==> src/rtl/mcas_pkg.sv <==
// Shared types, constants and sequencer states of the assignment solver.
// No dependencies; every other file of the block refers to it by scoped names.
`default_nettype none

package mcas_pkg;

    localparam int COST_W = 32;
    localparam int POT_W  = 40;
    localparam int SUM_W  = 42;
    localparam int CNT_W  = 5;
    localparam int IDX_W  = 4;

    typedef logic signed [COST_W-1:0] t_cost;
    typedef logic signed [POT_W-1:0]  t_pot;
    typedef logic signed [SUM_W-1:0]  t_sum;
    typedef logic [CNT_W-1:0]         t_cnt;
    typedef logic [IDX_W-1:0]         t_idx;

    localparam t_pot POT_MAX = {1'b0, {(POT_W-1){1'b1}}};
    localparam t_pot POT_MIN = {1'b1, {(POT_W-1){1'b0}}};

    // at most this many results per run
    localparam t_cnt RES_LIMIT = 5'd16;

    // result status codes
    localparam logic ST_OK    = 1'b0;
    localparam logic ST_SHORT = 1'b1;

    // configuration register indexes
    localparam logic REG_DRONES  = 1'b0;
    localparam logic REG_TARGETS = 1'b1;

    typedef struct packed {
        t_sum a;
        t_sum b;
        logic sub;
    } t_alu_req;

    typedef struct packed {
        t_sum sum;
        t_pot sat;
    } t_alu_rsp;

    typedef enum logic [4:0] {
        S_IDLE,
        S_ERR,
        S_CLR,
        S_RINIT,
        S_ITER_A,
        S_ITER_B,
        S_ITER_C,
        S_SCAN_A,
        S_SCAN_B,
        S_SCAN_C,
        S_SCAN_D,
        S_UPD_A,
        S_UPD_B,
        S_UPD_C,
        S_CHK_A,
        S_CHK_B,
        S_AUG_A,
        S_AUG_B,
        S_AUG_C,
        S_OUT_A,
        S_OUT_B,
        S_OUT_C,
        S_OUT_END
    } t_state;

endpackage

`default_nettype wire

==> src/rtl/mcas_cfg.sv <==
// APB register block holding the drone and target counts.
// Depends on mcas_pkg; counts are saturated to their legal range on write.
`default_nettype none

module mcas_cfg #(
    parameter int MAX_DRONES  = 16,
    parameter int MAX_TARGETS = 16
) (
    input  wire logic                i_clk,
    input  wire logic                i_rst_n,
    input  wire logic                psel,
    input  wire logic                penable,
    input  wire logic                pwrite,
    input  wire logic [2:0]          paddr,
    input  wire logic [31:0]         pwdata,
    output logic [31:0]              prdata,
    output logic                     pready,
    output mcas_pkg::t_cnt           o_drones,
    output mcas_pkg::t_cnt           o_targets
);

    localparam mcas_pkg::t_cnt DRONES_RST  = 5'((MAX_DRONES  < 16) ? MAX_DRONES  : 16);
    localparam mcas_pkg::t_cnt TARGETS_RST = 5'((MAX_TARGETS < 16) ? MAX_TARGETS : 16);

    mcas_pkg::t_cnt r_drones, r_targets;
    mcas_pkg::t_cnt n_drones, n_targets;
    mcas_pkg::t_cnt raw;
    logic           wr;

    assign pready = 1'b1;
    assign wr     = psel & penable & pwrite;
    assign raw    = pwdata[mcas_pkg::CNT_W-1:0];

    always_comb begin
        n_drones  = r_drones;
        n_targets = r_targets;
        if (wr && paddr[2] == mcas_pkg::REG_DRONES) begin
            if (raw == '0) begin
                n_drones = 5'd1;
            end else if (32'(raw) > MAX_DRONES) begin
                n_drones = 5'(MAX_DRONES);
            end else begin
                n_drones = raw;
            end
        end
        if (wr && paddr[2] == mcas_pkg::REG_TARGETS) begin
            if (raw == '0) begin
                n_targets = 5'd1;
            end else if (32'(raw) > MAX_TARGETS) begin
                n_targets = 5'(MAX_TARGETS);
            end else begin
                n_targets = raw;
            end
        end
    end

    always_ff @(posedge i_clk) begin
        if (!i_rst_n) begin
            r_drones  <= DRONES_RST;
            r_targets <= TARGETS_RST;
        end else begin
            r_drones  <= n_drones;
            r_targets <= n_targets;
        end
    end

    assign prdata = (paddr[2] == mcas_pkg::REG_TARGETS) ? {27'd0, r_targets}
                                                         : {27'd0, r_drones};
    assign o_drones  = r_drones;
    assign o_targets = r_targets;

endmodule

`default_nettype wire

==> config.mk <==
export PLATFORM = sky130hd
export DESIGN_NAME = mcas_cfg
export DESIGN_NICKNAME = d
export VERILOG_FILES = /design/src/rtl/mcas_pkg.sv /design/src/rtl/mcas_cfg.sv
export SDC_FILE = /design/constraint.sdc
export NUM_CORES = 1
export LEC_CHECK = 0
export BUFFER_PORTS_ARGS = -buffer_cell sky130_fd_sc_hd__buf_2
export CAP_MARGIN = 20
export CORE_MARGIN = 5
export CORE_UTILIZATION = 29
export CTS_CLUSTER_DIAMETER = 150
export DETAILED_ROUTE_END_ITERATION = 12
export PLACE_DENSITY = 0.85
export REMOVE_ABC_BUFFERS = 1
export SLEW_MARGIN = 20
export SYNTH_ARGS = -nofsm -noshare
export SYNTH_HDL_FRONTEND = slang
export SYNTH_SLANG_ARGS = --single-unit
==> constraint.sdc <==
create_clock -name i_clk -period 0.8 [get_ports i_clk]
set_input_delay 0 -clock i_clk [delete_from_list [all_inputs] [get_ports i_clk]]
set_output_delay 0 -clock i_clk [all_outputs]
set_load 0.02 [all_outputs]
Word-level counts from Yosys, hierarchy flattened
Cells that the tools add are included.
{"block": "word_totals", "out_inout_bits": 43, "regBits": 10, "ramBits": 0, "wordCells": 12, "mem_count": 0, "romBits": 0, "latchBits": 0}
{"block": "op_classes", "eq_ne": 0, "mul": 0, "n_shift": 0, "n_div": 0, "add_sub_neg": 0, "n_mux": 3, "order_cmp": 1, "n_reduce_logical": 3, "bitwise_logic": 3}
{"operator": "5-bit 2-to-1 mux", "count": 3}
{"operator": "5-bit > comparator (second input constant)", "count": 1}
{"operator": "5-bit zero test", "count": 1}
{"operator": "1-bit AND", "count": 2}
{"operator": "1-bit logical AND", "count": 2}
{"operator": "1-bit NOT", "count": 1}

Depth between registers and ports, before layout
{"block": "depth", "ltp_word": 3, "ltp_mapped": 4, "mapped_depth_nobuf": 3}

Least setup slack after synthesis
OpenSTA, ideal clock, no wires.
{"block": "synth_timing", "kind": "flip-flop to output port", "start": "register r_targets[0], in the netlist o_targets[0]", "end": "output prdata[0]", "arrival_time_ns": 0.699, "setup_slack_ns": 0.101, "n_path_buf": 0, "path_stages_with_launch": 2, "t_required_ns": 0.800, "path_cell_list": "dfxtp_1 mux2_2"}
{"block": "synth_via", "elab_chain_cells": 1}
{"element": "start: declaration", "line": "mcas_cfg.sv:25", "rtl": "mcas_pkg::t_cnt r_drones, r_targets;"}
{"element": "start signal: assignment", "line": "mcas_cfg.sv:63", "rtl": "r_targets <= n_targets;"}
{"element": "5-bit 2-to-1 mux", "line": "mcas_cfg.sv:67", "rtl": "assign prdata = (paddr[2] == mcas_pkg::REG_TARGETS) ? {27'd0, r_targets}"}
{"element": "end: declaration", "line": "mcas_cfg.sv:16", "rtl": "output logic [31:0] prdata,"}
No other way between the ends.

Worst setup path in the final report
{"block": "layout_timing", "start": "register r_drones[4], in the netlist o_drones[4]", "end": "output prdata[4]"}
{"block": "layout_via", "elab_chain_cells": 1}
{"element": "start: declaration", "line": "mcas_cfg.sv:25"}
{"element": "start signal: assignment", "line": "mcas_cfg.sv:62", "rtl": "r_drones <= n_drones;"}
{"element": "5-bit 2-to-1 mux", "line": "mcas_cfg.sv:67"}
No other way between the ends.

==> flow_metrics.env <==
export IMPL_min_period_ns=0.9915
export IMPL_power_mw=1.265
export IMPL_setup_violations=15
export IMPL_holdWs_ns=0.02899
export IMPL_cp_arrival_ns=0.99
export IMPL_post_route_drc_count=0
export IMPL_place_inst=127
export IMPL_final_common_cell="conb_1"
export IMPL_powerDensity_nw_per_um2=1231
export IMPL_ys_seq_area_share_pct=28.37
export IMPL_hold_viol=0
export IMPL_fp_coreArea_um2=2276
export IMPL_clock_root_buffer="clkbuf_4"
export IMPL_antenna_found_initial=0
export IMPL_grtUsageTotal_pct=9.099
export IMPL_synth_seq_cells=10
export IMPL_viasPerCell=3.872
export IMPL_p_clk_share_pct=36.7
export IMPL_synth_largest_area_cell="buf_4"
export IMPL_rsz0062_at_grt="true"
export IMPL_syn_avg_cell_area_um2=9.409
export IMPL_worst_setup_path_type="reg -> out"
export IMPL_grt_pass1_vias=568
export IMPL_antennaDiodeCount=0
export IMPL_cts_reportedPaths_clkPinSlew_ns=0.07
export IMPL_wl_per_cell_um=11.72
export IMPL_ys_top_cells_by_area="buf_4, dfxtp_1, mux2i_1"
export IMPL_dieWidth_um=59.33
export IMPL_gp_congestion=0.7171
export IMPL_leakage_nw=0.5541
export IMPL_period_share_pct=123.9
export IMPL_synth_cell_types=14
export IMPL_layout_common_cells="conb_1, buf_6, nor2b_1, buf_2, dfxtp_2"
export IMPL_synth_top_cell_area_share_pct=29.79
export IMPL_status="finished with violations"
export IMPL_startpoint_type="flip-flop"
export IMPL_utilization_pct=45.13
export IMPL_pwr_share_seq_pct=40.4
export IMPL_drv_cap=0
export IMPL_die_area_um2=3520
export IMPL_cts_tree="done"
export IMPL_pwr_share_comb_pct=22.9
export IMPL_internal_power_mw=0.8757
export IMPL_area_delta_synth_final_pct=45.57
export IMPL_p_sw_mw=0.3890
export IMPL_die_y_um=59.33
export IMPL_drv_slew=0
export IMPL_placementRows=17
export IMPL_cts_hold_fix_buffers=0
export IMPL_grt_pass1_wl_mm=2.387
export IMPL_ant_nets=0
export IMPL_overflow=0
export IMPL_cp_end_kind="output port"
export IMPL_final_cells=141
export IMPL_clock_fmax_ghz=1.009
export IMPL_swShare_pct=30.76
export IMPL_drive_gt1_share_pct=52.21
export IMPL_ctsLongestPathBuffers=2
export IMPL_io_buffers=25
export IMPL_syn_area_um2=705.7
export IMPL_clkLatencyLatePin_ns=0.27
export IMPL_skew_ns=0
export IMPL_rrSetupSlack_ns=0.05
export IMPL_min_path_cells=3
export IMPL_cts_inserted_buffers=3
export IMPL_synthCells=75
export IMPL_cts_sinks=10
export IMPL_violations="setup timing"
export IMPL_grt_max_degree=11
export IMPL_drtPass1Iterations=2
export IMPL_critical_path_required_ns=0.80
export IMPL_vias=546
export IMPL_holdCritPathClass="in -> reg"
export IMPL_initialDrtViolationCount=7
export IMPL_start_util_pct=31.01
export IMPL_ios=83
export IMPL_r2r_cells=3
export IMPL_ir_worst_vdd_uv=775.5
export IMPL_layout_nets=154
export IMPL_setup_slack_ns=-0.1915
export IMPL_yosysWarnings=0
export IMPL_htreeDepth=1
export IMPL_worstPathMaxFanout=2
export IMPL_routed_wl_mm=1.652
export IMPL_setup_tns_ns=-1.213
export IMPL_hpwl_mm=1.181
-- per-stage QoR --
step	area, µm²	setup WS [ns]
after floorplan	578.1	0.1013
after global placement	760.7	0.02861
after detailed placement	760.7	-0.01806
after CTS	1005	-0.1945
after global routing	1027	-0.2247
final	1027	-0.1915
-- logic make-up (layout without fill, tap and decap cells) --
| family | count (synthesis) | in the layout | share of synthesized area (%) |
|---|---|---|---|
| mux | 13 | 13 | 19.33 |
| simple gates | 17 | 17 | 17.20 |
| buf+inv | 30 | 42 | 31.91 |
| other cells | 2 | 28 | 1.064 |
| compound gates | 3 | 3 | 2.127 |
| flops | 10 | 10 | 28.37 |
-- worst max-delay path, cell delays in order (launching register included) --
cell,delay [ns]
dfxtp_2,0.33
mux2_2,0.26
buf_6,0.13
-- cells in the mapped netlist --
library cell	count
dfxtp_1	10
nor2b_1	10
buf_6	1
nand3_1	2
nand4_2	1
mux2i_1	8
nand2_1	2
nor3_1	1
nand4b_4	1
conb_1	2
buf_4	28
clkbuf_1	1
mux2_2	5
o21ai_0	3
-- final timing paths --
kind	start	to
setup / recovery	o_drones[4]	prdata[4]
hold / removal	pwdata[4]	o_targets[4]
setup reg to reg	o_targets[1]	o_targets[1]
hold reg to reg	o_targets[4]	o_targets[4]
-- metal layers --
metal	track usage [%]	vias up	wire (µm)
met5	0	-	0
met1	11.17	242	671
met2	14.35	39	758
met3	4.357	0	221
li1	-	265	-
met4	1.942	0	0
-- state kept, by name, summed over array words and instances (netlist names) --
name	cells
o_drones	5
o_targets	5
-- power groups by stage --
stage | Combinational (mW) | Clock, mW | Sequential (mW)
finish | 0.290 | 0.464 | 0.511
global route | 0.311 | 0.505 | 0.512
CTS | 0.283 | 0.473 | 0.510
detailed placement | 0.249 | 0 | 0.522
global placement | 0.248 | 0 | 0.522
floorplan | 0.164 | 0 | 0.530
-- cell type report --
type | instances | area, µm²
sequential | 10 | 212.7
multi-input combinational | 61 | 392.9
tap | 28 | 35.03
timing repair buffer | 38 | 350.3
fill | 210 | 1249
clock buffer | 4 | 36.28
-- repair_timing --
action                                  CTS  global route
setup buffers                            10             1
gates cloned                              0             0
resized for setup                        47             7
endpoints found under the setup margin   13            19
Note: power is estimated with default switching activity, not from simulation.
