File: src/rtl/mcas_pkg.sv
// Shared types, constants and sequencer states of the assignment solver.
// No dependencies; every other file of the block refers to it by scoped names.
`default_nettype none

package mcas_pkg;

    localparam int COST_W = 32;
    localparam int POT_W  = 40;
    localparam int SUM_W  = 42;
    localparam int CNT_W  = 5;
    localparam int IDX_W  = 4;

    typedef logic signed [COST_W-1:0] t_cost;
    typedef logic signed [POT_W-1:0]  t_pot;
    typedef logic signed [SUM_W-1:0]  t_sum;
    typedef logic [CNT_W-1:0]         t_cnt;
    typedef logic [IDX_W-1:0]         t_idx;

    localparam t_pot POT_MAX = {1'b0, {(POT_W-1){1'b1}}};
    localparam t_pot POT_MIN = {1'b1, {(POT_W-1){1'b0}}};

    // at most this many results per run
    localparam t_cnt RES_LIMIT = 5'd16;

    // result status codes
    localparam logic ST_OK    = 1'b0;
    localparam logic ST_SHORT = 1'b1;

    // configuration register indexes
    localparam logic REG_DRONES  = 1'b0;
    localparam logic REG_TARGETS = 1'b1;

    typedef struct packed {
        t_sum a;
        t_sum b;
        logic sub;
    } t_alu_req;

    typedef struct packed {
        t_sum sum;
        t_pot sat;
    } t_alu_rsp;

    typedef enum logic [4:0] {
        S_IDLE,
        S_ERR,
        S_CLR,
        S_RINIT,
        S_ITER_A,
        S_ITER_B,
        S_ITER_C,
        S_SCAN_A,
        S_SCAN_B,
        S_SCAN_C,
        S_SCAN_D,
        S_UPD_A,
        S_UPD_B,
        S_UPD_C,
        S_CHK_A,
        S_CHK_B,
        S_AUG_A,
        S_AUG_B,
        S_AUG_C,
        S_OUT_A,
        S_OUT_B,
        S_OUT_C,
        S_OUT_END
    } t_state;

endpackage

`default_nettype wire

File: src/rtl/mcas_out_if.sv
// Result channel of the solver: one drone/target pair per item.
// Depends on mcas_pkg for field types.
`default_nettype none

interface mcas_out_if;
    logic             valid;
    logic             ready;
    mcas_pkg::t_idx   assigned_drone;
    mcas_pkg::t_idx   assigned_target;
    mcas_pkg::t_cost  pair_cost;
    logic             status;
    logic             final_result;

    modport source (output valid, assigned_drone, assigned_target, pair_cost, status,
                    final_result, input ready);
    modport sink   (input valid, assigned_drone, assigned_target, pair_cost, status,
                    final_result, output ready);
endinterface

`default_nettype wire

File: src/rtl/mcas_alu.sv
// Shared add/subtract unit with saturation to the 40-bit potential range.
// Depends on mcas_pkg for request and response types.
`default_nettype none

module mcas_alu (
    input  wire mcas_pkg::t_alu_req i_req,
    output mcas_pkg::t_alu_rsp      o_rsp
);

    mcas_pkg::t_sum sum;

    assign sum = i_req.sub ? (i_req.a - i_req.b) : (i_req.a + i_req.b);

    always_comb begin
        o_rsp.sum = sum;
        if (sum > mcas_pkg::t_sum'(mcas_pkg::POT_MAX)) begin
            o_rsp.sat = mcas_pkg::POT_MAX;
        end else if (sum < mcas_pkg::t_sum'(mcas_pkg::POT_MIN)) begin
            o_rsp.sat = mcas_pkg::POT_MIN;
        end else begin
            o_rsp.sat = sum[mcas_pkg::POT_W-1:0];
        end
    end

endmodule

`default_nettype wire

File: src/rtl/mcas_solver.sv
// Sequencer of the Hungarian solve: potentials, slacks and matching in small
// memories, one column at a time through the shared mcas_alu.
// Depends on mcas_pkg, mcas_alu and mcas_out_if.
`default_nettype none

module mcas_solver #(
    parameter int MAX_DRONES  = 16,
    parameter int MAX_TARGETS = 16,
    parameter int DW          = 5,
    parameter int TW          = 5,
    parameter int AW          = 8
) (
    input  wire logic            i_clk,
    input  wire logic            i_rst_n,
    input  wire logic            i_start,
    input  wire logic            i_short,
    input  wire logic [DW-1:0]   i_nd,
    input  wire logic [TW-1:0]   i_nt,
    output logic                 o_idle,
    output logic [AW-1:0]        o_caddr,
    input  wire mcas_pkg::t_cost i_cdata,
    mcas_out_if.source           o_out
);

    localparam int SW = DW + 1;

    mcas_pkg::t_state r_state, n_state;

    logic [DW-1:0]   r_d, n_d, r_cur, n_cur, r_next, n_next, r_p, n_p;
    logic [SW-1:0]   r_step, n_step;
    logic [TW-1:0]   r_t, n_t, r_row, n_row, r_m, n_m;
    mcas_pkg::t_pot  r_urow, n_urow, r_delta, n_delta, r_meff, n_meff;
    mcas_pkg::t_sum  r_tmp, n_tmp;
    mcas_pkg::t_cnt  r_n, n_n;
    logic            r_pend, n_pend;
    mcas_pkg::t_idx  r_pend_d, n_pend_d, r_pend_t, n_pend_t;
    mcas_pkg::t_cost r_pend_c, n_pend_c;
    logic            r_ov, n_ov, r_os, n_os, r_of, n_of;
    mcas_pkg::t_idx  r_od, n_od, r_ot, n_ot;
    mcas_pkg::t_cost r_oc, n_oc;

    // solver memories, registered read
    mcas_pkg::t_pot r_u     [0:MAX_TARGETS];
    mcas_pkg::t_pot r_v     [0:MAX_DRONES];
    mcas_pkg::t_pot r_minv  [0:MAX_DRONES];
    logic [TW-1:0]  r_match [0:MAX_DRONES];
    logic [DW-1:0]  r_prev  [0:MAX_DRONES];
    logic           r_vis   [0:MAX_DRONES];

    mcas_pkg::t_pot u_q, v_q, minv_q;
    logic [TW-1:0]  match_q;
    logic [DW-1:0]  prev_q;
    logic           vis_q;

    logic           u_we, v_we, minv_we, match_we, prev_we, vis_we;
    logic [TW-1:0]  u_wa, u_ra;
    logic [DW-1:0]  v_wa, minv_wa, match_wa, prev_wa, vis_wa, match_ra, prev_ra;
    mcas_pkg::t_pot u_wd, v_wd, minv_wd;
    logic [TW-1:0]  match_wd;
    logic [DW-1:0]  prev_wd;
    logic           vis_wd;

    mcas_pkg::t_alu_req alu_req;
    mcas_pkg::t_alu_rsp alu_rsp;

    logic           out_free, row_ok, upd_last;
    logic [TW-1:0]  caddr_row;
    logic [DW-1:0]  clamp_p;

    mcas_alu u_alu (
        .i_req (alu_req),
        .o_rsp (alu_rsp)
    );

    always_ff @(posedge i_clk) begin
        if (u_we) r_u[u_wa] <= u_wd;
        if (v_we) r_v[v_wa] <= v_wd;
        if (minv_we) r_minv[minv_wa] <= minv_wd;
        if (match_we) r_match[match_wa] <= match_wd;
        if (prev_we) r_prev[prev_wa] <= prev_wd;
        if (vis_we) r_vis[vis_wa] <= vis_wd;
        u_q     <= r_u[u_ra];
        v_q     <= r_v[r_d];
        minv_q  <= r_minv[r_d];
        vis_q   <= r_vis[r_d];
        match_q <= r_match[match_ra];
        prev_q  <= r_prev[prev_ra];
    end

    assign out_free = !r_ov || o_out.ready;
    assign row_ok   = (r_row != '0) && (r_row <= i_nt);
    assign upd_last = (r_d == i_nd);
    assign clamp_p  = (prev_q > i_nd) ? '0 : prev_q;

    // cost entry of column r_d, row caddr_row
    always_comb begin
        case (r_state)
            mcas_pkg::S_OUT_B: caddr_row = match_q;
            mcas_pkg::S_OUT_C: caddr_row = r_m;
            default: caddr_row = r_row;
        endcase
    end
    assign o_caddr = AW'((32'(r_d) - 32'd1) * MAX_TARGETS + 32'(caddr_row) - 32'd1);

    always_ff @(posedge i_clk) begin
        if (!i_rst_n) begin
            r_state <= mcas_pkg::S_IDLE;
            r_ov    <= 1'b0;
            r_pend  <= 1'b0;
        end else begin
            r_state <= n_state;
            r_ov    <= n_ov;
            r_pend  <= n_pend;
        end
    end

    always_ff @(posedge i_clk) begin
        r_d      <= n_d;
        r_cur    <= n_cur;
        r_next   <= n_next;
        r_p      <= n_p;
        r_step   <= n_step;
        r_t      <= n_t;
        r_row    <= n_row;
        r_m      <= n_m;
        r_urow   <= n_urow;
        r_delta  <= n_delta;
        r_meff   <= n_meff;
        r_tmp    <= n_tmp;
        r_n      <= n_n;
        r_pend_d <= n_pend_d;
        r_pend_t <= n_pend_t;
        r_pend_c <= n_pend_c;
        r_od     <= n_od;
        r_ot     <= n_ot;
        r_oc     <= n_oc;
        r_os     <= n_os;
        r_of     <= n_of;
    end

    always_comb begin
        n_state  = r_state;
        n_d      = r_d;
        n_cur    = r_cur;
        n_next   = r_next;
        n_p      = r_p;
        n_step   = r_step;
        n_t      = r_t;
        n_row    = r_row;
        n_m      = r_m;
        n_urow   = r_urow;
        n_delta  = r_delta;
        n_meff   = r_meff;
        n_tmp    = r_tmp;
        n_n      = r_n;
        n_pend   = r_pend;
        n_pend_d = r_pend_d;
        n_pend_t = r_pend_t;
        n_pend_c = r_pend_c;
        n_ov     = r_ov && !o_out.ready;
        n_od     = r_od;
        n_ot     = r_ot;
        n_oc     = r_oc;
        n_os     = r_os;
        n_of     = r_of;

        u_we = 1'b0;     u_wa = TW'(r_d);   u_wd = '0;       u_ra = r_row;
        v_we = 1'b0;     v_wa = r_d;        v_wd = '0;
        minv_we = 1'b0;  minv_wa = r_d;     minv_wd = mcas_pkg::POT_MAX;
        match_we = 1'b0; match_wa = r_d;    match_wd = '0;   match_ra = r_d;
        prev_we = 1'b0;  prev_wa = r_d;     prev_wd = '0;    prev_ra = r_cur;
        vis_we = 1'b0;   vis_wa = r_d;      vis_wd = 1'b0;

        alu_req = '0;

        case (r_state)
            mcas_pkg::S_IDLE: begin
                if (i_start) begin
                    n_d     = '0;
                    n_state = i_short ? mcas_pkg::S_ERR : mcas_pkg::S_CLR;
                end
            end

            mcas_pkg::S_ERR: begin
                if (out_free) begin
                    n_ov    = 1'b1;
                    n_od    = '0;
                    n_ot    = '0;
                    n_oc    = '0;
                    n_os    = mcas_pkg::ST_SHORT;
                    n_of    = 1'b1;
                    n_state = mcas_pkg::S_IDLE;
                end
            end

            // zero potentials, matching and back links
            mcas_pkg::S_CLR: begin
                u_we     = (32'(r_d) <= 32'(i_nt));
                v_we     = 1'b1;
                match_we = 1'b1;
                prev_we  = 1'b1;
                if (upd_last) begin
                    n_t     = TW'(1);
                    n_d     = '0;
                    n_state = mcas_pkg::S_RINIT;
                end else begin
                    n_d = r_d + DW'(1);
                end
            end

            // start of a row pass: reset slacks and visited marks, put the row in column 0
            mcas_pkg::S_RINIT: begin
                minv_we = 1'b1;
                vis_we  = 1'b1;
                if (r_d == '0) begin
                    match_we = 1'b1;
                    match_wd = r_t;
                end
                if (upd_last) begin
                    n_cur   = '0;
                    n_step  = '0;
                    n_state = mcas_pkg::S_ITER_A;
                end else begin
                    n_d = r_d + DW'(1);
                end
            end

            mcas_pkg::S_ITER_A: begin
                match_ra = r_cur;
                vis_we   = 1'b1;
                vis_wa   = r_cur;
                vis_wd   = 1'b1;
                n_state  = mcas_pkg::S_ITER_B;
            end

            mcas_pkg::S_ITER_B: begin
                n_row   = match_q;
                u_ra    = match_q;
                n_delta = mcas_pkg::POT_MAX;
                n_next  = '0;
                n_state = mcas_pkg::S_ITER_C;
            end

            mcas_pkg::S_ITER_C: begin
                n_urow  = u_q;
                n_d     = DW'(1);
                n_state = mcas_pkg::S_SCAN_A;
            end

            mcas_pkg::S_SCAN_A: begin
                n_state = mcas_pkg::S_SCAN_B;
            end

            mcas_pkg::S_SCAN_B: begin
                alu_req.a   = mcas_pkg::t_sum'(i_cdata);
                alu_req.b   = mcas_pkg::t_sum'(v_q);
                alu_req.sub = 1'b1;
                n_tmp       = alu_rsp.sum;
                n_meff      = minv_q;
                if (vis_q) begin
                    if (upd_last) begin
                        n_d     = '0;
                        n_state = mcas_pkg::S_UPD_A;
                    end else begin
                        n_d     = r_d + DW'(1);
                        n_state = mcas_pkg::S_SCAN_A;
                    end
                end else if (row_ok) begin
                    n_state = mcas_pkg::S_SCAN_C;
                end else begin
                    n_state = mcas_pkg::S_SCAN_D;
                end
            end

            mcas_pkg::S_SCAN_C: begin
                alu_req.a   = r_tmp;
                alu_req.b   = mcas_pkg::t_sum'(r_urow);
                alu_req.sub = 1'b1;
                if (alu_rsp.sum < mcas_pkg::t_sum'(minv_q)) begin
                    minv_we = 1'b1;
                    minv_wd = alu_rsp.sat;
                    prev_we = 1'b1;
                    prev_wd = r_cur;
                    n_meff  = alu_rsp.sat;
                end
                n_state = mcas_pkg::S_SCAN_D;
            end

            mcas_pkg::S_SCAN_D: begin
                if (r_meff < r_delta) begin
                    n_delta = r_meff;
                    n_next  = r_d;
                end
                if (upd_last) begin
                    n_d     = '0;
                    n_state = mcas_pkg::S_UPD_A;
                end else begin
                    n_d     = r_d + DW'(1);
                    n_state = mcas_pkg::S_SCAN_A;
                end
            end

            mcas_pkg::S_UPD_A: begin
                n_state = mcas_pkg::S_UPD_B;
            end

            mcas_pkg::S_UPD_B: begin
                alu_req.a   = mcas_pkg::t_sum'(vis_q ? v_q : minv_q);
                alu_req.b   = mcas_pkg::t_sum'(r_delta);
                alu_req.sub = 1'b1;
                if (vis_q) begin
                    v_we = 1'b1;
                    v_wd = alu_rsp.sat;
                end else begin
                    minv_we = 1'b1;
                    minv_wd = alu_rsp.sat;
                end
                if (vis_q && match_q <= i_nt) begin
                    u_ra    = match_q;
                    n_m     = match_q;
                    n_state = mcas_pkg::S_UPD_C;
                end else if (upd_last) begin
                    n_cur   = r_next;
                    n_step  = r_step + SW'(1);
                    n_state = mcas_pkg::S_CHK_A;
                end else begin
                    n_d     = r_d + DW'(1);
                    n_state = mcas_pkg::S_UPD_A;
                end
            end

            mcas_pkg::S_UPD_C: begin
                alu_req.a = mcas_pkg::t_sum'(u_q);
                alu_req.b = mcas_pkg::t_sum'(r_delta);
                u_we      = 1'b1;
                u_wa      = r_m;
                u_wd      = alu_rsp.sat;
                if (upd_last) begin
                    n_cur   = r_next;
                    n_step  = r_step + SW'(1);
                    n_state = mcas_pkg::S_CHK_A;
                end else begin
                    n_d     = r_d + DW'(1);
                    n_state = mcas_pkg::S_UPD_A;
                end
            end

            mcas_pkg::S_CHK_A: begin
                match_ra = r_cur;
                n_state  = mcas_pkg::S_CHK_B;
            end

            mcas_pkg::S_CHK_B: begin
                if (match_q != '0 && r_step <= SW'(i_nd)) begin
                    n_state = mcas_pkg::S_ITER_A;
                end else begin
                    n_step  = '0;
                    n_state = mcas_pkg::S_AUG_A;
                end
            end

            // walk the back links and shift the matching along the path
            mcas_pkg::S_AUG_A: begin
                prev_ra = r_cur;
                n_state = mcas_pkg::S_AUG_B;
            end

            mcas_pkg::S_AUG_B: begin
                n_p      = clamp_p;
                match_ra = clamp_p;
                n_state  = mcas_pkg::S_AUG_C;
            end

            mcas_pkg::S_AUG_C: begin
                match_we = 1'b1;
                match_wa = r_cur;
                match_wd = match_q;
                n_cur    = r_p;
                n_step   = r_step + SW'(1);
                if (r_p != '0 && (r_step + SW'(1)) <= SW'(i_nd)) begin
                    n_state = mcas_pkg::S_AUG_A;
                end else if (r_t == i_nt) begin
                    n_d     = DW'(1);
                    n_n     = '0;
                    n_pend  = 1'b0;
                    n_state = mcas_pkg::S_OUT_A;
                end else begin
                    n_t     = r_t + TW'(1);
                    n_d     = '0;
                    n_state = mcas_pkg::S_RINIT;
                end
            end

            mcas_pkg::S_OUT_A: begin
                match_ra = r_d;
                n_state  = mcas_pkg::S_OUT_B;
            end

            mcas_pkg::S_OUT_B: begin
                n_m = match_q;
                if (match_q != '0 && match_q <= i_nt) begin
                    n_state = mcas_pkg::S_OUT_C;
                end else if (upd_last) begin
                    n_state = mcas_pkg::S_OUT_END;
                end else begin
                    n_d     = r_d + DW'(1);
                    n_state = mcas_pkg::S_OUT_A;
                end
            end

            // hold one result back so the last one can carry the final flag
            mcas_pkg::S_OUT_C: begin
                if (!r_pend || out_free) begin
                    if (r_pend) begin
                        n_ov = 1'b1;
                        n_od = r_pend_d;
                        n_ot = r_pend_t;
                        n_oc = r_pend_c;
                        n_os = mcas_pkg::ST_OK;
                        n_of = 1'b0;
                    end
                    n_pend   = 1'b1;
                    n_pend_d = mcas_pkg::IDX_W'(r_d - DW'(1));
                    n_pend_t = mcas_pkg::IDX_W'(r_m - TW'(1));
                    n_pend_c = i_cdata;
                    n_n      = r_n + 5'd1;
                    if ((r_n + 5'd1) == mcas_pkg::RES_LIMIT || upd_last) begin
                        n_state = mcas_pkg::S_OUT_END;
                    end else begin
                        n_d     = r_d + DW'(1);
                        n_state = mcas_pkg::S_OUT_A;
                    end
                end
            end

            mcas_pkg::S_OUT_END: begin
                if (!r_pend) begin
                    n_state = mcas_pkg::S_IDLE;
                end else if (out_free) begin
                    n_ov    = 1'b1;
                    n_od    = r_pend_d;
                    n_ot    = r_pend_t;
                    n_oc    = r_pend_c;
                    n_os    = mcas_pkg::ST_OK;
                    n_of    = 1'b1;
                    n_pend  = 1'b0;
                    n_state = mcas_pkg::S_IDLE;
                end
            end

            default: begin
                n_state = mcas_pkg::S_IDLE;
            end
        endcase
    end

    assign o_idle                = (r_state == mcas_pkg::S_IDLE);
    assign o_out.valid           = r_ov;
    assign o_out.assigned_drone  = r_od;
    assign o_out.assigned_target = r_ot;
    assign o_out.pair_cost       = r_oc;
    assign o_out.status          = r_os;
    assign o_out.final_result    = r_of;

endmodule

`default_nettype wire

File: src/flat_wrapper.sv
// flat-port wrapper written by rule: the top's interface ports become plain ports
module mcas_solver_flat 
#(
    parameter int MAX_DRONES  = 16,
    parameter int MAX_TARGETS = 16,
    parameter int DW          = 5,
    parameter int TW          = 5,
    parameter int AW          = 8
)
  (i_clk, i_rst_n, i_start, i_short, i_nd, i_nt, o_idle, o_caddr, i_cdata, o_out_valid, o_out_assigned_drone, o_out_assigned_target, o_out_pair_cost, o_out_status, o_out_final_result, o_out_ready);
  mcas_out_if o_out_i ();
  input  wire logic i_clk;
  input  wire logic i_rst_n;
  input  wire logic i_start;
  input  wire logic i_short;
  input  wire logic [DW-1:0] i_nd;
  input  wire logic [TW-1:0] i_nt;
  output logic o_idle;
  output logic [AW-1:0] o_caddr;
  input  wire mcas_pkg::t_cost i_cdata;
  output wire logic [$bits(o_out_i.valid)-1:0] o_out_valid;
  output wire logic [$bits(o_out_i.assigned_drone)-1:0] o_out_assigned_drone;
  output wire logic [$bits(o_out_i.assigned_target)-1:0] o_out_assigned_target;
  output wire logic [$bits(o_out_i.pair_cost)-1:0] o_out_pair_cost;
  output wire logic [$bits(o_out_i.status)-1:0] o_out_status;
  output wire logic [$bits(o_out_i.final_result)-1:0] o_out_final_result;
  input wire logic [$bits(o_out_i.ready)-1:0] o_out_ready;
  assign o_out_valid = o_out_i.valid;
  assign o_out_assigned_drone = o_out_i.assigned_drone;
  assign o_out_assigned_target = o_out_i.assigned_target;
  assign o_out_pair_cost = o_out_i.pair_cost;
  assign o_out_status = o_out_i.status;
  assign o_out_final_result = o_out_i.final_result;
  assign o_out_i.ready = o_out_ready;
  mcas_solver #(.MAX_DRONES(MAX_DRONES), .MAX_TARGETS(MAX_TARGETS), .DW(DW), .TW(TW), .AW(AW)) u_core (.i_clk(i_clk), .i_rst_n(i_rst_n), .i_start(i_start), .i_short(i_short), .i_nd(i_nd), .i_nt(i_nt), .o_idle(o_idle), .o_caddr(o_caddr), .i_cdata(i_cdata), .o_out(o_out_i));
endmodule
File: config.mk
export PLATFORM = sky130hd
export DESIGN_NAME = mcas_solver_flat
export DESIGN_NICKNAME = d
export VERILOG_FILES = /design/src/rtl/mcas_pkg.sv /design/src/rtl/mcas_out_if.sv /design/src/rtl/mcas_alu.sv /design/src/rtl/mcas_solver.sv /design/src/flat_wrapper.sv
export SDC_FILE = /design/constraint.sdc
export NUM_CORES = 2
export LEC_CHECK = 0
export BUFFER_PORTS_ARGS = -buffer_cell sky130_fd_sc_hd__buf_2
export CORE_MARGIN = 2
export CORE_UTILIZATION = 30
export CTS_CLUSTER_DIAMETER = 150
export CTS_CLUSTER_SIZE = 28
export DETAILED_ROUTE_END_ITERATION = 16
export HOLD_SLACK_MARGIN = 0.03
export PLACE_DENSITY = 0.5
export SLEW_MARGIN = 5
export SYNTH_ARGS = -nofsm -noshare
export SYNTH_HDL_FRONTEND = slang
export SYNTH_SLANG_ARGS = --single-unit
File: constraint.sdc
create_clock -name i_clk -period 23.1 [get_ports i_clk]
set_clock_uncertainty 0.15 [all_clocks]
set_input_delay 2.31 -clock i_clk [delete_from_list [all_inputs] [get_ports i_clk]]
set_output_delay 2.31 -clock i_clk [all_outputs]
set_load 0.02 [all_outputs]
# Yosys cells after proc, flatten, opt, wreduce, memory -nomap -nowiden
# Memory sizes are Yosys's and may differ from the RTL's. A register that Yosys moved wholly into a read port is not among the register bits.
# Index checks and enable logic that the tools add are counted.
[word_totals]
register_bits = 297
ram_bits = 2227
in_bits = 47
output_inout_bits = 52
elab_cells = 280
memories = 6
[mem_list]
columns = ["name", "words", "word_bits", "read_ports", "rd_clocked_by_memory_dff", "write_ports", "line", "text"]
rows = [
  ["u_core.r_minv", 17, 40, 1, 1, 1, "mcas_solver.sv:45", "mcas_pkg::t_pot r_minv [0:MAX_DRONES];"],
  ["u_core.r_u", 17, 40, 1, 1, 1, "mcas_solver.sv:43", "mcas_pkg::t_pot r_u [0:MAX_TARGETS];"],
  ["u_core.r_v", 17, 40, 1, 1, 1, "mcas_solver.sv:44", "mcas_pkg::t_pot r_v [0:MAX_DRONES];"],
  ["u_core.r_match", 17, 5, 1, 1, 1, "mcas_solver.sv:46", "logic [TW-1:0] r_match [0:MAX_DRONES];"],
  ["u_core.r_prev", 17, 5, 1, 1, 1, "mcas_solver.sv:47", "logic [DW-1:0] r_prev [0:MAX_DRONES];"],
  ["u_core.r_vis", 17, 1, 1, 1, 1, "mcas_solver.sv:48", "logic r_vis [0:MAX_DRONES];"],
]
[classes]
add_sub_neg = 11
magnitude_cmp = 10
eq_ne = 44
mux = 139
n_reduce_logical = 46
[ops]
columns = ["cell", "count"]
rows = [
  ["40-bit 2-to-1 mux", 9],
  ["84-bit one-hot mux with 4 select lines", 1],
  ["40-bit one-hot mux with 2 select lines", 3],
  ["5-bit 2-to-1 mux", 40],
  ["32-bit 2-to-1 mux", 5],
  ["5-bit one-hot mux with 23 select lines", 1],
  ["32-bit one-hot mux with 3 select lines", 1],
  ["42-bit 2-to-1 mux", 2],
  ["5-bit one-hot mux with 2 select lines", 8],
  ["5-bit one-hot mux with 9 select lines", 1],
  ["42-bit adder", 1],
  ["42-bit by 40-bit > comparator with 1-bit output (second input constant)", 1],
  ["42-bit by 40-bit less-than comparator with 1-bit output", 1],
  ["42-bit by 40-bit less-than comparator with 1-bit output (second input constant)", 1],
  ["42-bit subtractor", 1],
  ["5-bit by 4-bit equality test with 1-bit output (second input constant)", 8],
  ["5-bit equality test (second input constant)", 8],
  ["40-bit less-than comparator", 1],
  ["4-bit 2-to-1 mux", 10],
  ["1-bit 2-to-1 mux", 36],
  ["6-bit one-hot mux with 5 select lines", 1],
  ["6-bit 2-to-1 mux", 4],
  ["2-bit by 1-bit != test with 1-bit output (second input constant)", 12],
  ["4-bit one-hot mux with 3 select lines", 2],
  ["34 further kinds", 92],
]

# Longest topological paths before layout
[depth]
depth_word = 9
ltp_mapped = 37
ltp_nobuf = 31

# Hierarchy
# A second synthesis with hierarchy kept.
[unflattened]
cells_unflattened = 6131
hier_area_um2 = 109072.1
[modules_own_cells]
columns = ["mod", "n_inst", "cells_per_inst", "area_each_um2"]
rows = [
  ["mcas_solver", 1, 5467, 104908.1],
  ["mcas_alu", 1, 664, 4164.0],
]

# Least setup slack after synthesis
# OpenSTA, ideal clock, no wires.
[synth_path]
path_type = "register to register"
start = "reg u_core.r_state[2]"
end = "mem u_core.r_minv[10][0] in the netlist's numbering, enable pin"
arrival_time_ns = 9.327
required_time_ns = 22.513
slack_ns = 13.185
path_stages_with_launch = 37
path_cell_list = "dfxtp_1 > buf_4 > nor3b_4 > and2_4 > buf_6 > buf_6 > buf_6 > buf_6 > clkbuf_1 > buf_1 > a221oi_1 > ha_1 > inv_1 > fa_1 > a211oi_1 > o21ai_0 > o211ai_1 > o211ai_1 > a21boi_0 > or3_1 > a21oi_1 > o22ai_1 > xor2_1 > inv_1 > ha_1 > a21o_1 > a21o_1 > a211o_1 > a21oi_1 > nor2_1 > a311oi_1 > and3_1 > or2_2 > clkbuf_1 > nor3_1 > clkbuf_1 > nor2_1"
[synth_rtl]
columns = ["element", "line", "text"]
rows = [
  ["start: declaration", "mcas_solver.sv:27", "mcas_pkg::t_state r_state, n_state;"],
  ["start signal: assignment", "mcas_solver.sv:107", "r_state <= mcas_pkg::S_IDLE;"],
  ["start signal: assignment", "mcas_solver.sv:111", "r_state <= n_state;"],
  ["end: declaration", "mcas_solver.sv:45", ""],
]

==> impl_results.md <==
- Highest clock rate: about 89 MHz
- Syn Std Cell Area: around 110000 um^2
- WS Path Type: reg2reg
- Port Buffers: 98
- Vias per Instance: between 5 and 6
- Core footprint: approximately 360000 um^2
- Drt wl/cell: between 20 and 30 um
- Worst R2R End: u_core.r_minv[11][36]$_DFFE_PP_
- Max-slew headroom at the worst pin: 8.40%
- Worst skew pair latency: around 840 ps
- Final Hold Viols: 0
- CTS tree: yes
- NumNets Final: around 7000
- Crit path launch type: flop
- Crit. Startpoint: u_core.r_state[4]$_SDFFE_PN0P_
- Syn-to-layout area delta: 9.67%
- Compound-Gate Fraction of Synth Area: roughly 6.9%
- Ys flop type: edfxtp_1
- XOR/XNOR share of the synthesized area: less than 1%
- Synth Area in Simple Gates: roughly 6.5%
- #FFs+latches synth: about 2700
- Syn Area/Cell: 16.0 um^2
- Max Slew Vio Count: 0
- Largest net degree at the start of global routing: between 100 and 150
- DPL Wire Length: 201000 um
- Die W: 607 um
- First-pass GRT wire length: ~470000 um
- Asr flop ratio synth: 0%
- Commonest non-fill, non-tap cell in the layout: edfxtp_1
- Sequential-to-total area share from yosys stat: a little under three quarters
- IO Count: 99
- Via count of the routed design: just over 60000
- CTS Buffer Depth: 3
- Synthesis Warnings: 0
- Starting density of the core: between 30% and 40%
- Syn_nets: 7048
- Share of post-route cells with drive strength above 1: around 15%
- Worst Tran Pin Value: 1360 ps
- Worst VDD drop: 78.7 uV
- Mux contribution to synthesized area: roughly a tenth
- Number of synthesized flops with an enable pin: about 2500
- Worst Reg2Reg Path Length in Cells: 35
- Reg2reg setup slack: 11830 ps
- Clk root buf: clkbuf_16
- Final cell count without fillers: between 10000 and 15000
- Setup crit end kind: flop
- CTS resizes: 0
- Routed Antenna Nets: 0
- Main combinational cell family by area after synthesis: multiplexers
- Critical path's slowest cell: nor3_1
- Initial antenna violation count: 17
- CTS Buf Count: about 110
- Final worst path period share: about half
- Clock Sinks: between 2000 and 3000
- Initial DRT Pass Iterations: 8
- Final Critical Period: 11280 ps
- Setup total negative slack: 0 ps
- Hold buffer count at CTS: 0
- Arr. time, crit path: 11560 ps
- Final core utilization: 33.0%
- Vias in the first global route: slightly above 60000
- Setup bufs post-CTS: 0
- Gr usage total: 17.8%
- Setup violations, final: 0
- Worst Path Max Fanout: 113
- Total of max-cap violations: 0
- RSZ-0062 raised after global routing: no
- Die Ht: between 600 and 700 um
- R2R Path Start: u_core.r_state[4]$_SDFFE_PN0P_
- Die area: between 300000 and 400000 um^2
- Min-Delay Path Class: reg2reg
- Commonest cells after routing, fill and taps aside: edfxtp_1 (2517), nand2_1 (662), a21oi_1 (422), mux4_2 (387), nor2_1 (282)
- Leak Pwr: 39.9 nW
- Worst-path clk slew: ~110 ps
- Status: complete, no violations
- Setup crit end: u_core.r_minv[11][36]$_DFFE_PP_
- CP required: roughly 23000 ps
- DRC violations left: 0
- Placed cell area: ~120000 um^2
- Dpl cells: approximately 12000
- Placer Congestion: 0.925
- # H-tree levels: 3
- CP peak stage delay: just over 1000 ps
- Pwr/cell area: 86.1 nW/um^2
- Grt total ovfl: 0
- Row Count: about 220
- Yosys cell types: a little over 90
- Design Area, Final: 120000 um^2
- Adder-cell share of the synthesized area: 1.97%
- Power, Total: 10.3 mW
- Mapped Cells: between 6000 and 7000
- DRT iter0 DRCs: 7012
- Final WL: between 300000 and 400000 um
## metrics by stage
| stage | hold WS, ps | setup WS (ps) |
|---|---|---|
| 6_report | 309 | 11830 |
| 3_5_place_dp | 284 | 12080 |
| 2_1_floorplan | 258 | 13190 |
| 4_1_cts | 313 | 12070 |
| 3_3_place_gp | 278 | 12080 |
| 5_1_grt | 323 | 11150 |
## layout make-up
type                    instances  area (um^2)
repair buffers                306         2180
clock inverters                 9          129
flip-flops and latches       2655        78300
diodes                         14         35.0
fillers                     34815       243000
multi-input cells            3621        29300
well taps                    4794         6000
inverters                     172          646
clock buffers                 191         3040
## Yosys cell counts (42+ instances only)
cell	count	share of area, %
a21o_1	42	0.29
a21oi_1	423	1.9
a221o_1	71	0.65
a22oi_1	138	0.95
and2_1	60	0.34
buf_1	70	0.24
clkbuf_1	264	0.91
dfxtp_1	138	2.5
edfxtp_1	2517	69
ha_1	169	1.9
inv_1	172	0.59
mux2_2	55	0.57
mux2i_1	142	1.3
mux4_2	387	8.0
nand2_1	666	2.3
nand2b_1	64	0.37
nand3_1	204	0.94
nor2_1	336	1.2
nor3_1	61	0.28
nor4_1	43	0.25
o21ai_0	249	1.1
o22ai_1	50	0.29
xnor2_1	58	0.47
xor2_1	49	0.39
## metal layers
| metal | track usage (%) | part of all wire [%] |
|---|---|---|
| met2 | 30.4 | 49 |
| met3 | 2.12 | 5.9 |
| met1 | 24.0 | 42 |
| met4 | 4.63 | 2.9 |
| met5 | 0 | 0.0069 |
## worst min-delay path by stage
stage	depth (start not counted)	slack (ps)	endpoint	from
floorplan	0	260	u_core.r_urow[0]$_DFFE_PP_	u_core.u_q[0]$_DFF_P_
global placement	0	280	u_core.r_urow[20]$_DFFE_PP_	u_core.u_q[20]$_DFF_P_
detailed placement	0	280	u_core.r_urow[21]$_DFFE_PP_	u_core.u_q[21]$_DFF_P_
CTS	0	310	u_core.r_urow[20]$_DFFE_PP_	u_core.u_q[20]$_DFF_P_
global route	0	320	u_core.r_urow[29]$_DFFE_PP_	u_core.u_q[29]$_DFF_P_
finish	0	310	u_core.r_urow[21]$_DFFE_PP_	u_core.u_q[21]$_DFF_P_
## report_power, final
part	switching, mW	leakage (nW)	internal, mW	total (mW)
registers	0.184	25.6	5.40	5.59
logic	1.52	12.8	0.792	2.32
clock network	1.49	1.50	0.913	2.40
total	3.19	39.9	7.11	10.3
## flip-flops by register name, indices dropped and copies added (netlist names), 42 cells and up
| signal | flops |
|---|---|
| u_core.r_minv | 680 |
| u_core.r_prev | 85 |
| u_core.r_tmp | 42 |
| u_core.r_u | 680 |
| u_core.r_match | 85 |
| u_core.r_v | 680 |
## worst max-delay path: cells and delay by family, from the launching register on
| family | cells | cell delay [ps] |
|---|---|---|
| AO/OA/AOI/OAI | 15 | 3930 |
| AND/OR/NAND/NOR | 11 | 3420 |
| buffers and inverters | 5 | 1510 |
| XOR/XNOR | 2 | 700 |
| adder cells (fa/ha/maj) | 2 | 640 |
| flip-flops | 1 | 330 |
## cell families after synthesis
kind of cell | Yosys count
flops | 2655
simple gates | 1566
compound gates | 1191
mux | 584
buf+inv | 554
fa+ha+maj | 171
xor+xnor | 109
Power figures use the tool's default switching activity.
